### src/rtl/agfm_pkg.sv
// ----------------------------------------------------------------------------
// agfm_pkg
// Shared types and constants for the adaptive gate frequency meter.
// ----------------------------------------------------------------------------
package agfm_pkg;

  localparam int CHANNELS_DEF     = 8;
  localparam int COUNTER_BITS_DEF = 32;
  localparam int QUEUE_DEPTH      = 2;

  localparam logic [31:0] REF_HZ_RESET   = 32'd100000000;
  localparam logic [9:0]  MT_RESET       = 10'd10;
  localparam logic [7:0]  ENABLE_RESET   = 8'hFF;
  localparam logic [9:0]  MT_MAX         = 10'd1000;
  localparam logic [31:0] PENDING_RESET  = 32'd10;
  localparam logic [31:0] ACTIVE_RESET   = 32'd1;

  // register indexes
  localparam logic [1:0] REG_REF_HZ = 2'd0;
  localparam logic [1:0] REG_MT     = 2'd1;
  localparam logic [1:0] REG_ENABLE = 2'd2;
  localparam logic [1:0] REG_GRAY   = 2'd3;

  // divider sizes
  localparam int DVD_W = 80;
  localparam int DVS_W = 42;

  typedef struct packed {
    logic [2:0]  ch;
    logic        in_range;
    logic        enabled;
    logic        sig;
    logic [31:0] elapsed;
  } item_t;

  typedef struct packed {
    logic [2:0]  ch;
    logic        valid_res;
    logic [31:0] elapsed;
    logic [31:0] periods;
    logic [47:0] freq;
    logic [31:0] reload;
    logic [31:0] captures;
  } result_t;

  function automatic logic [31:0] gray_low(input logic [31:0] v, input logic en);
    logic [3:0] g;
    g = v[3:0];
    g = g ^ (g >> 1) ^ (g >> 2) ^ (g >> 3);
    gray_low = en ? {v[31:4], g} : v;
  endfunction

endpackage

### src/rtl/agfm_queue.sv
// ----------------------------------------------------------------------------
// agfm_queue
// Short FIFO between the front and back parts.
// ----------------------------------------------------------------------------
module agfm_queue #(
  parameter int DEPTH = agfm_pkg::QUEUE_DEPTH
) (
  input  logic            clk,
  input  logic            rst,
  input  logic            push,
  input  agfm_pkg::item_t push_item,
  output logic            full,
  input  logic            pop,
  output agfm_pkg::item_t pop_item,
  output logic            empty
);
  import agfm_pkg::*;

  localparam int PW = (DEPTH > 1) ? $clog2(DEPTH) : 1;
  localparam int CW = $clog2(DEPTH + 1);

  item_t          entries [DEPTH];
  logic [PW-1:0]  wptr;
  logic [PW-1:0]  rptr;
  logic [CW-1:0]  count;

  assign full     = (count == CW'(DEPTH));
  assign empty    = (count == '0);
  assign pop_item = entries[rptr];

  always_ff @(posedge clk) begin
    if (rst) begin
      wptr  <= '0;
      rptr  <= '0;
      count <= '0;
    end else begin
      if (push && !full) begin
        entries[wptr] <= push_item;
        wptr <= (wptr == PW'(DEPTH - 1)) ? '0 : wptr + 1'b1;
      end
      if (pop && !empty) begin
        rptr <= (rptr == PW'(DEPTH - 1)) ? '0 : rptr + 1'b1;
      end
      count <= count + CW'(push && !full) - CW'(pop && !empty);
    end
  end

endmodule

### config.mk
export PLATFORM = sky130hd
export DESIGN_NAME = agfm_queue
export DESIGN_NICKNAME = d
export VERILOG_FILES = /design/src/rtl/agfm_pkg.sv /design/src/rtl/agfm_queue.sv
export SDC_FILE = /design/constraint.sdc
export NUM_CORES = 1
export LEC_CHECK = 0
export BUFFER_PORTS_ARGS = -buffer_cell sky130_fd_sc_hd__buf_4
export CELL_PAD_IN_SITES_DETAIL_PLACEMENT = 1
export CELL_PAD_IN_SITES_GLOBAL_PLACEMENT = 1
export CORE_ASPECT_RATIO = 1.25
export CORE_MARGIN = 4
export CORE_UTILIZATION = 40
export CTS_CLUSTER_SIZE = 20
export DETAILED_ROUTE_END_ITERATION = 16
export PLACE_DENSITY_LB_ADDON = 0.2
export SKIP_LAST_GASP = 1
export SLEW_MARGIN = 10
export SYNTH_ARGS = -nofsm -noshare
export SYNTH_HDL_FRONTEND = slang
export SYNTH_SLANG_ARGS = --single-unit
### constraint.sdc
create_clock -name clk -period 7.8 [get_ports clk]
set_input_delay 1.56 -clock clk [delete_from_list [all_inputs] [get_ports clk]]
set_output_delay 1.56 -clock clk [all_outputs]
set_load 0.05 [all_outputs]
==> results.json <==
{
  "maxCapViolations": 0,
  "cts_tree": "done",
  "grt_start_max_net_pins": 39,
  "hold_path.class": "flop to flop",
  "initial_core_util_pct": 41.33,
  "cts_resized": 0,
  "port_buffers": 81,
  "p_int_uw": 902.6,
  "status": "complete, no violations",
  "p_clk_share_pct": 22.2,
  "cts-root-buf": "clkbuf_8",
  "pwr-share-seq_pct": 41.6,
  "overflow": 0,
  "placed_cells": 314,
  "whs_path_depth": 2,
  "core_sq_mm": 0.007445,
  "post-place-ws_ns": 4.495,
  "fmax_mhz": 278.5,
  "syn2layout_area_growth_pct": 29.61,
  "numCtsBuffers": 9,
  "combPwrFrac_pct": 36.2,
  "post_cts_buffers": 0,
  "cts-hold-fix-buffers": 0,
  "detail-route-antenna-nets": 0,
  "use_met3_pct": 4.729,
  "yosysWarnings": 0,
  "pin_count": 82,
  "switching_power_uw": 485.5,
  "final-setup-viol-count": 0,
  "instances_no_fill": 329,
  "hpwl_um": 3868,
  "cts_max_level": 3,
  "worstPathMaxFanout": 38,
  "yosysSeqAreaShare_pct": 77.43,
  "busiest_layer": "met2",
  "hold_violations": 0,
  "clk_latency_ns": 0.33,
  "grt_use_total_pct": 12.86,
  "switching_share_pct": 34.98,
  "via_count": 1549,
  "fin_skew_ns": 0.01002,
  "worst_slack_ns": 4.209,
  "ys_ff_latch": 81,
  "layout_min_cycle_time_ns": 3.591,
  "clkTransAtPathRegs_ns": 0.07,
  "met1_usage_pct": 14.30,
  "slew_violations": 0,
  "startpoint_type": "flop",
  "rsz0062_at_grt": "false",
  "power_density_mw_per_mm2": 348.1,
  "ir_drop_mv": 0.2204,
  "avgSynthCellArea_sq_um": 21.52,
  "tns_ns": 0,
  "chipHeight_um": 106.1,
  "max_slew_margin_pct": 26.49,
  "die_w_um": 86.45,
  "worstPathArrival_ns": 2.03,
  "grt_pass1_wl_um": 8687,
  "final_core_util_pct": 53.56,
  "clockBufferDepth": 2,
  "gp_congestion": 0.7037,
  "cp-end-kind": "primary output",
  "path_class": "flop to primary output",
  "hold_ws_ns": 0.5175,
  "layout.nets": 277,
  "antenna_found_initial": 0,
  "worst_pin_slew_ns": 1.103,
  "drive_gt1_share_pct": 59.07,
  "clock-sinks": 81,
  "avgRoutedWirePerCell_um": 16.91,
  "num_antenna_cells": 0,
  "synth_fp_nets": 187,
  "required_ns": 6.24,
  "drt_iter0_markers": 79,
  "first_pass_iters": 4,
  "yosysUniqueCellTypes": 18,
  "fp-row-count": 35,
  "drc": 0,
  "grtUsageMet2_pct": 21.39,
  "leakagePower_uw": 0.001523,
  "fp.dieArea_sq_mm": 0.009168,
  "synthesis.area_sq_mm": 0.003077,
  "syn_inst": 143,
  "routed_wl_um": 5563,
  "viasPerCell": 4.708,
  "rr_worst_depth": 8,
  "grt_pass1_vias": 1722,
  "finalCritPeriodShare_pct": 46.04
}
## critical path, cell delays in order (launching register included)
cell and delay, ns:
dfxtp_2 1.06, mux2_2 0.43, buf_4 0.19
## final timing paths
path / startpoint / end / slack, ns
worst max-delay path: flop / pop_item[31] / 4.21
worst min-delay path: rptr / flop / 0.52
worst max register to register: count[0] / count[1] / 6.13
worst min register to register: rptr / flop / 0.52
## final cells by class
cell class,count,area [sq um]
Clock buffer,11,131.4
Clock inverter,4,68.82
Fill cell,702,3457
Inverter,1,3.754
Multi-Input combinational cell,57,661.9
Sequential cell,81,2384
Tap cell,92,115.1
Timing Repair Buffer,83,623.1
## logic make-up after synthesis
group,count (synthesis),share of synthesized area (%)
XOR/XNOR,2,0.5694
buffers and inverters,5,1.382
adder cells (fa/ha/maj),2,0.8132
flip-flops,81,77.43
AND/OR/NAND/NOR,13,2.725
multiplexers,39,16.84
AO/OA/AOI/OAI,1,0.2441
## cells in the mapped netlist
library cell | instances | area [sq um]
inv_1 | 1 | 3.750
mux2_2 | 18 | 202.7
ha_1 | 2 | 25.02
nor2_1 | 5 | 18.77
nor2b_4 | 1 | 13.76
and2_2 | 1 | 7.510
buf_2 | 1 | 5.000
buf_6 | 3 | 33.78
nor3b_1 | 1 | 7.510
xnor2_1 | 1 | 8.760
nor3_1 | 2 | 10.01
mux2_4 | 21 | 315.3
edfxtp_1 | 76 | 2282
xor2_1 | 1 | 8.760
o21a_1 | 1 | 7.510
nor2b_1 | 2 | 12.51
dfxtp_1 | 5 | 100.1
nand2b_4 | 1 | 13.76
## flip-flops by register name, summed over array words and instances, names as in the netlist, named ones only
register and cells:
wptr 1, rptr 1, entries 76, count 2
## placed cells by master (no fill, tap or decap)
cell type	instances
xnor2_1	1
clkinv_1	1
dfxtp_2	1
nand2b_4	1
nor2b_1	2
mux2_2	18
dfxtp_1	4
ha_1	2
edfxtp_1	76
nor3_2	1
clkbuf_1	2
nor2b_4	1
clkinv_2	1
and2_2	1
inv_1	1
nor3b_2	1
buf_4	83
o21a_1	1
mux2_4	21
clkbuf_8	9
nor2_1	5
xor2_1	1
nor3_1	1
bufinv_16	2
## through the flow
stage,power [uW],area [sq um]
floorplan,963.1,3077
finish,1388,3988
CTS,1408,3988
global placement,1095,3787
detailed placement,1100,3787
global route,1455,3988
## power by group through the flow
stage / logic, uW / clock network (uW) / registers, uW
after floorplan: 412 / 0 / 551
after global placement: 507 / 0 / 588
after detailed placement: 509 / 0 / 591
after CTS: 509 / 317 / 581
after global routing: 527 / 340 / 588
final: 502 / 308 / 578
## metal layers
metal / share of wire, % / routed length, um
met2: 55 / 3040
met1: 36 / 2029
met4: 2.6 / 143
met3: 6.3 / 350
met5: 0 / 0
Note: power is estimated with default switching activity, not from simulation.
