### config.mk
export PLATFORM = sky130hd
export DESIGN_NAME = agfm_front
export DESIGN_NICKNAME = d
export VERILOG_FILES = /design/src/rtl/agfm_pkg.sv /design/src/rtl/agfm_front.sv
export SDC_FILE = /design/constraint.sdc
export NUM_CORES = 1
export LEC_CHECK = 0
export BUFFER_PORTS_ARGS = -buffer_cell sky130_fd_sc_hd__buf_4
export CORE_MARGIN = 1.5
export CORE_UTILIZATION = 54
export DETAILED_ROUTE_END_ITERATION = 10
export GPL_TIMING_DRIVEN = 0
export PLACE_DENSITY = 0.91
export SYNTH_ARGS = -nofsm -noshare
export SYNTH_HDL_FRONTEND = slang
export SYNTH_SLANG_ARGS = --single-unit
export TNS_END_PERCENT = 20
### constraint.sdc
create_clock -name vclk -period 11.3
set_input_delay 1.695 -clock vclk [all_inputs]
set_output_delay 1.695 -clock vclk [all_outputs]
set_load 0.02 [all_outputs]
### src/rtl/agfm_pkg.sv
// ----------------------------------------------------------------------------
// agfm_pkg
// Shared types and constants for the adaptive gate frequency meter.
// ----------------------------------------------------------------------------
package agfm_pkg;

  localparam int CHANNELS_DEF     = 8;
  localparam int COUNTER_BITS_DEF = 32;
  localparam int QUEUE_DEPTH      = 2;

  localparam logic [31:0] REF_HZ_RESET   = 32'd100000000;
  localparam logic [9:0]  MT_RESET       = 10'd10;
  localparam logic [7:0]  ENABLE_RESET   = 8'hFF;
  localparam logic [9:0]  MT_MAX         = 10'd1000;
  localparam logic [31:0] PENDING_RESET  = 32'd10;
  localparam logic [31:0] ACTIVE_RESET   = 32'd1;

  // register indexes
  localparam logic [1:0] REG_REF_HZ = 2'd0;
  localparam logic [1:0] REG_MT     = 2'd1;
  localparam logic [1:0] REG_ENABLE = 2'd2;
  localparam logic [1:0] REG_GRAY   = 2'd3;

  // divider sizes
  localparam int DVD_W = 80;
  localparam int DVS_W = 42;

  typedef struct packed {
    logic [2:0]  ch;
    logic        in_range;
    logic        enabled;
    logic        sig;
    logic [31:0] elapsed;
  } item_t;

  typedef struct packed {
    logic [2:0]  ch;
    logic        valid_res;
    logic [31:0] elapsed;
    logic [31:0] periods;
    logic [47:0] freq;
    logic [31:0] reload;
    logic [31:0] captures;
  } result_t;

  function automatic logic [31:0] gray_low(input logic [31:0] v, input logic en);
    logic [3:0] g;
    g = v[3:0];
    g = g ^ (g >> 1) ^ (g >> 2) ^ (g >> 3);
    gray_low = en ? {v[31:4], g} : v;
  endfunction

endpackage

### src/rtl/agfm_front.sv
// ----------------------------------------------------------------------------
// agfm_front
// Decode captures, compute elapsed ticks and classify the channel.
// ----------------------------------------------------------------------------
module agfm_front #(
  parameter int CHANNELS     = agfm_pkg::CHANNELS_DEF,
  parameter int COUNTER_BITS = agfm_pkg::COUNTER_BITS_DEF
) (
  input  logic [2:0]      channel,
  input  logic [31:0]     start_count,
  input  logic [31:0]     stop_count,
  input  logic            edges_seen,
  input  logic [7:0]      channel_enable,
  input  logic            gray_low_bits,
  output agfm_pkg::item_t item
);
  import agfm_pkg::*;

  localparam logic [31:0] TOP = 32'((64'd1 << COUNTER_BITS) - 64'd1);

  logic [31:0] start_d;
  logic [31:0] stop_d;
  logic [31:0] diff;

  always_comb begin
    start_d = gray_low(start_count, gray_low_bits);
    stop_d  = gray_low(stop_count, gray_low_bits);
    diff    = stop_d - start_d;
    item.ch       = channel;
    item.sig      = edges_seen;
    item.in_range = ({29'd0, channel} < 32'(CHANNELS));
    item.enabled  = channel_enable[channel];
    // wrap correction for a counter narrower than the word
    item.elapsed  = diff[31] ? (TOP - start_d + stop_d) : diff;
  end

endmodule

==> results.py <==
metrics = {
    "timing": {
        "finalSetupViolations": 0,
        "period_minus_slack_ps": 7190,
        "rsz0062_at_grt": "false",
        "maxSlewHeadroom": 0.513,
        "fin_setup_tns_ps": 0,
        "period_share": 0.636,
        "finalHoldViolCount": 0,
        "hold_ws_ps": 3590,
        "tightestPinTransition_ps": 721,
        "fmax_mhz": 139,
        "slew_violations": 0,
    },
    "power_and_ir_drop": {
        "switching_share": 0.555,
        "p_clk_frac": 0,
        "power_density_mw_per_mm2": 82.0,
        "power.leakage_nw": 1.81,
        "internal-power_uw": 123,
        "seq_power_share": 0,
        "combPwrFrac": 1.000,
        "peakVddDrop_mv": 0.0450,
        "total_power_uw": 277,
        "p_switching_uw": 154,
    },
    "route": {
        "viasPerCell": 5.80,
        "vias": 3109,
        "drtIter0Drc": 239,
        "first_pass_iters": 5,
        "routedWlPerCell_um": 13.8,
        "wl_um": 7390,
        "ant_nets": 0,
        "drc": 0,
    },
    "synth": {
        "yosysUniqueCellTypes": 51,
        "muxShareOfSynthArea": 0.0309,
        "synth_area_mm2": 0.00247,
        "synth-compound-area-share": 0.318,
        "synth_top_family_by_area": "compound AO/OA/AOI/OAI gates",
        "yosysSeqAreaShare": 0,
        "syn_inst": 371,
        "yosys.area_share.simple": 0.208,
        "synth_fa_ha_area_frac": 0.174,
        "avgSynthCellArea_um2": 6.65,
        "yosys.area_share.xor_xnor": 0.164,
        "ys.warnings.count": 0,
        "syn_nets": 481,
    },
    "setup_path": {
        "critPathCaptureType": "output port",
        "crit_fanout": 5,
        "cp-start-kind": "input pin",
        "worstSetupPathType": "in2out",
        "critPathRequiredTime_ps": 9610,
        "crit_arrival_ps": 5490,
    },
    "cts": {
        "cts_hold_buf": 0,
        "cts_setup_buffers": 0,
        "post_cts_resize_count": 0,
    },
    "placement": {
        "port_buffers": 113,
        "dp_hpwl_um": 6310,
        "routabilityCongestion": 0.911,
    },
    "hold_path": {
        "whs_endpoint": "item[32]",
        "hold_depth": 2,
        "worstHoldStart": "edges_seen",
        "hold_class": "in2out",
    },
    "floorplan": {
        "die_x_um": 70.6,
        "coreArea_mm2": 0.00438,
        "num_rows": 24,
        "dieArea_mm2": 0.00498,
        "io_pins": 115,
        "die_y_um": 70.6,
        "initial_core_util": 0.562,
    },
    "finish": {
        "post-route-util": 0.771,
        "seq_area_um2": 0,
        "drive_gt1_frac": 0.262,
        "seq_cells": 0,
        "nets": 596,
        "antenna_cells": 0,
        "areaGrowthSynthToFinish_pct": 37.0,
        "clkbuf_count": 0,
    },
    "global_route": {
        "antenna_found_initial": 0,
        "grt_usage": 0.276,
        "grt_max_degree": 11,
        "grt_pass1_wl_um": 12000,
        "grt_pass1_vias": 2802,
        "grt.overflow.total": 0,
    },
    "job": {
        "cap_viol_max_count": 0,
    },
    "status": {
        "status": "completed",
    },
}
-- routing by layer --
metal | track usage | share of wire | vias to the layer above | wire length (µm)
met5 | 0 | 0 | - | 0
met4 | 0.0398 | 0.011 | 0 | 80
met3 | 0.0171 | 0.065 | 13 | 478
met2 | 0.495 | 0.49 | 142 | 3610
met1 | 0.374 | 0.44 | 1418 | 3220
li1 | - | - | 1536 | -
-- power groups by stage --
stage	combinational (mW)	sequential [mW]	clock (mW)
CTS	0.274	0	0
floorplan	0.175	0	0
global placement	0.266	0	0
detailed placement	0.273	0	0
global route	0.297	0	0
finish	0.277	0	0
-- critical path: stages --
cell       delay (ps)
buf_4             130
xor2_1            150
nand2_1            80
xnor2_1           290
inv_1             140
ha_1              320
nand3b_1          130
a21oi_1           150
o21ai_0           130
a21boi_1          350
a2bb2oi_1         300
o21ai_1           150
a21oi_1           470
o311ai_0          350
o21ai_0           340
xor2_1            170
buf_4             160
-- final cells by class --
| cell class | count | area, µm² |
|---|---|---|
| Multi-Input combinational cell | 308 | 2210 |
| Fill cell | 348 | 1000 |
| Timing Repair Buffer | 113 | 848 |
| Inverter | 41 | 154 |
| Buffer | 22 | 104 |
| Tap cell | 52 | 65.1 |
-- cell families (layout without fill, tap and decap cells) --
group,after synthesis,after routing
muxes,5,5
other,1,1
xor gates and xnor gates,42,42
adders and majority gates,33,33
AOI/OAI and AO/OA,125,125
and+or+nand+nor,102,102
buffers and inverters,63,176
-- worst max path at each step --
stage | from | end | slack (ps) | depth (start not counted)
floorplan | stop_count[2] | item[27] | 4700 | 16
global placement | start_count[3] | item[30] | 4310 | 17
detailed placement | start_count[3] | item[30] | 4240 | 17
CTS | start_count[3] | item[30] | 4220 | 17
global route | start_count[3] | item[30] | 3860 | 17
finish | start_count[3] | item[30] | 4110 | 17
-- synthesized netlist by cell type, types with 3 or more instances --
cell type,instances,area (µm²)
ha_1,31,388
nor2b_1,8,50.1
and3_1,5,31.3
inv_1,41,154
xor2_1,14,123
o21a_1,4,30.0
clkbuf_1,15,56.3
nand4_1,8,50.1
nand2_1,27,101
o31ai_1,4,30.0
a21oi_1,46,230
a31oi_1,4,25.0
nor3_1,6,30.0
a211oi_1,3,22.5
o21bai_1,6,45.0
nand3_1,12,60.1
xnor2_1,25,219
and4_1,3,26.3
nor2_1,20,75.1
nand2b_1,6,37.5
a21o_1,22,165
o21ai_0,15,75.1
o21ai_1,5,25.0
buf_4,5,37.5
-- layout by cell type, fill, tap and decap left out, drive strengths merged, types with 3 or more instances in the layout --
cell / Yosys / routed
a21o: 22 / 22
xnor2: 26 / 26
nor2: 21 / 21
a21oi: 47 / 47
clkbuf: 15 / 15
nand2: 27 / 27
o21a: 4 / 4
a31oi: 4 / 4
o21ai: 20 / 20
nor2b: 8 / 8
nand2b: 6 / 6
xor2: 14 / 14
o31ai: 4 / 4
nand3: 12 / 12
o21bai: 6 / 6
and4: 3 / 3
and3: 5 / 5
nand4: 8 / 8
a211oi: 3 / 3
ha: 31 / 31
buf: 7 / 120
a21boi: 3 / 3
nor3: 6 / 6
inv: 41 / 41
-- per-stage QoR --
stage | cells | setup WS, ps | instance area, µm²
global placement | 536 | 4310 | 3380
finish | 536 | 4110 | 3380
CTS | 536 | 4220 | 3380
detailed placement | 536 | 4240 | 3380
global route | 536 | 3860 | 3380
floorplan | 371 | 4700 | 2470
Note: power is estimated with default switching activity, not from simulation.
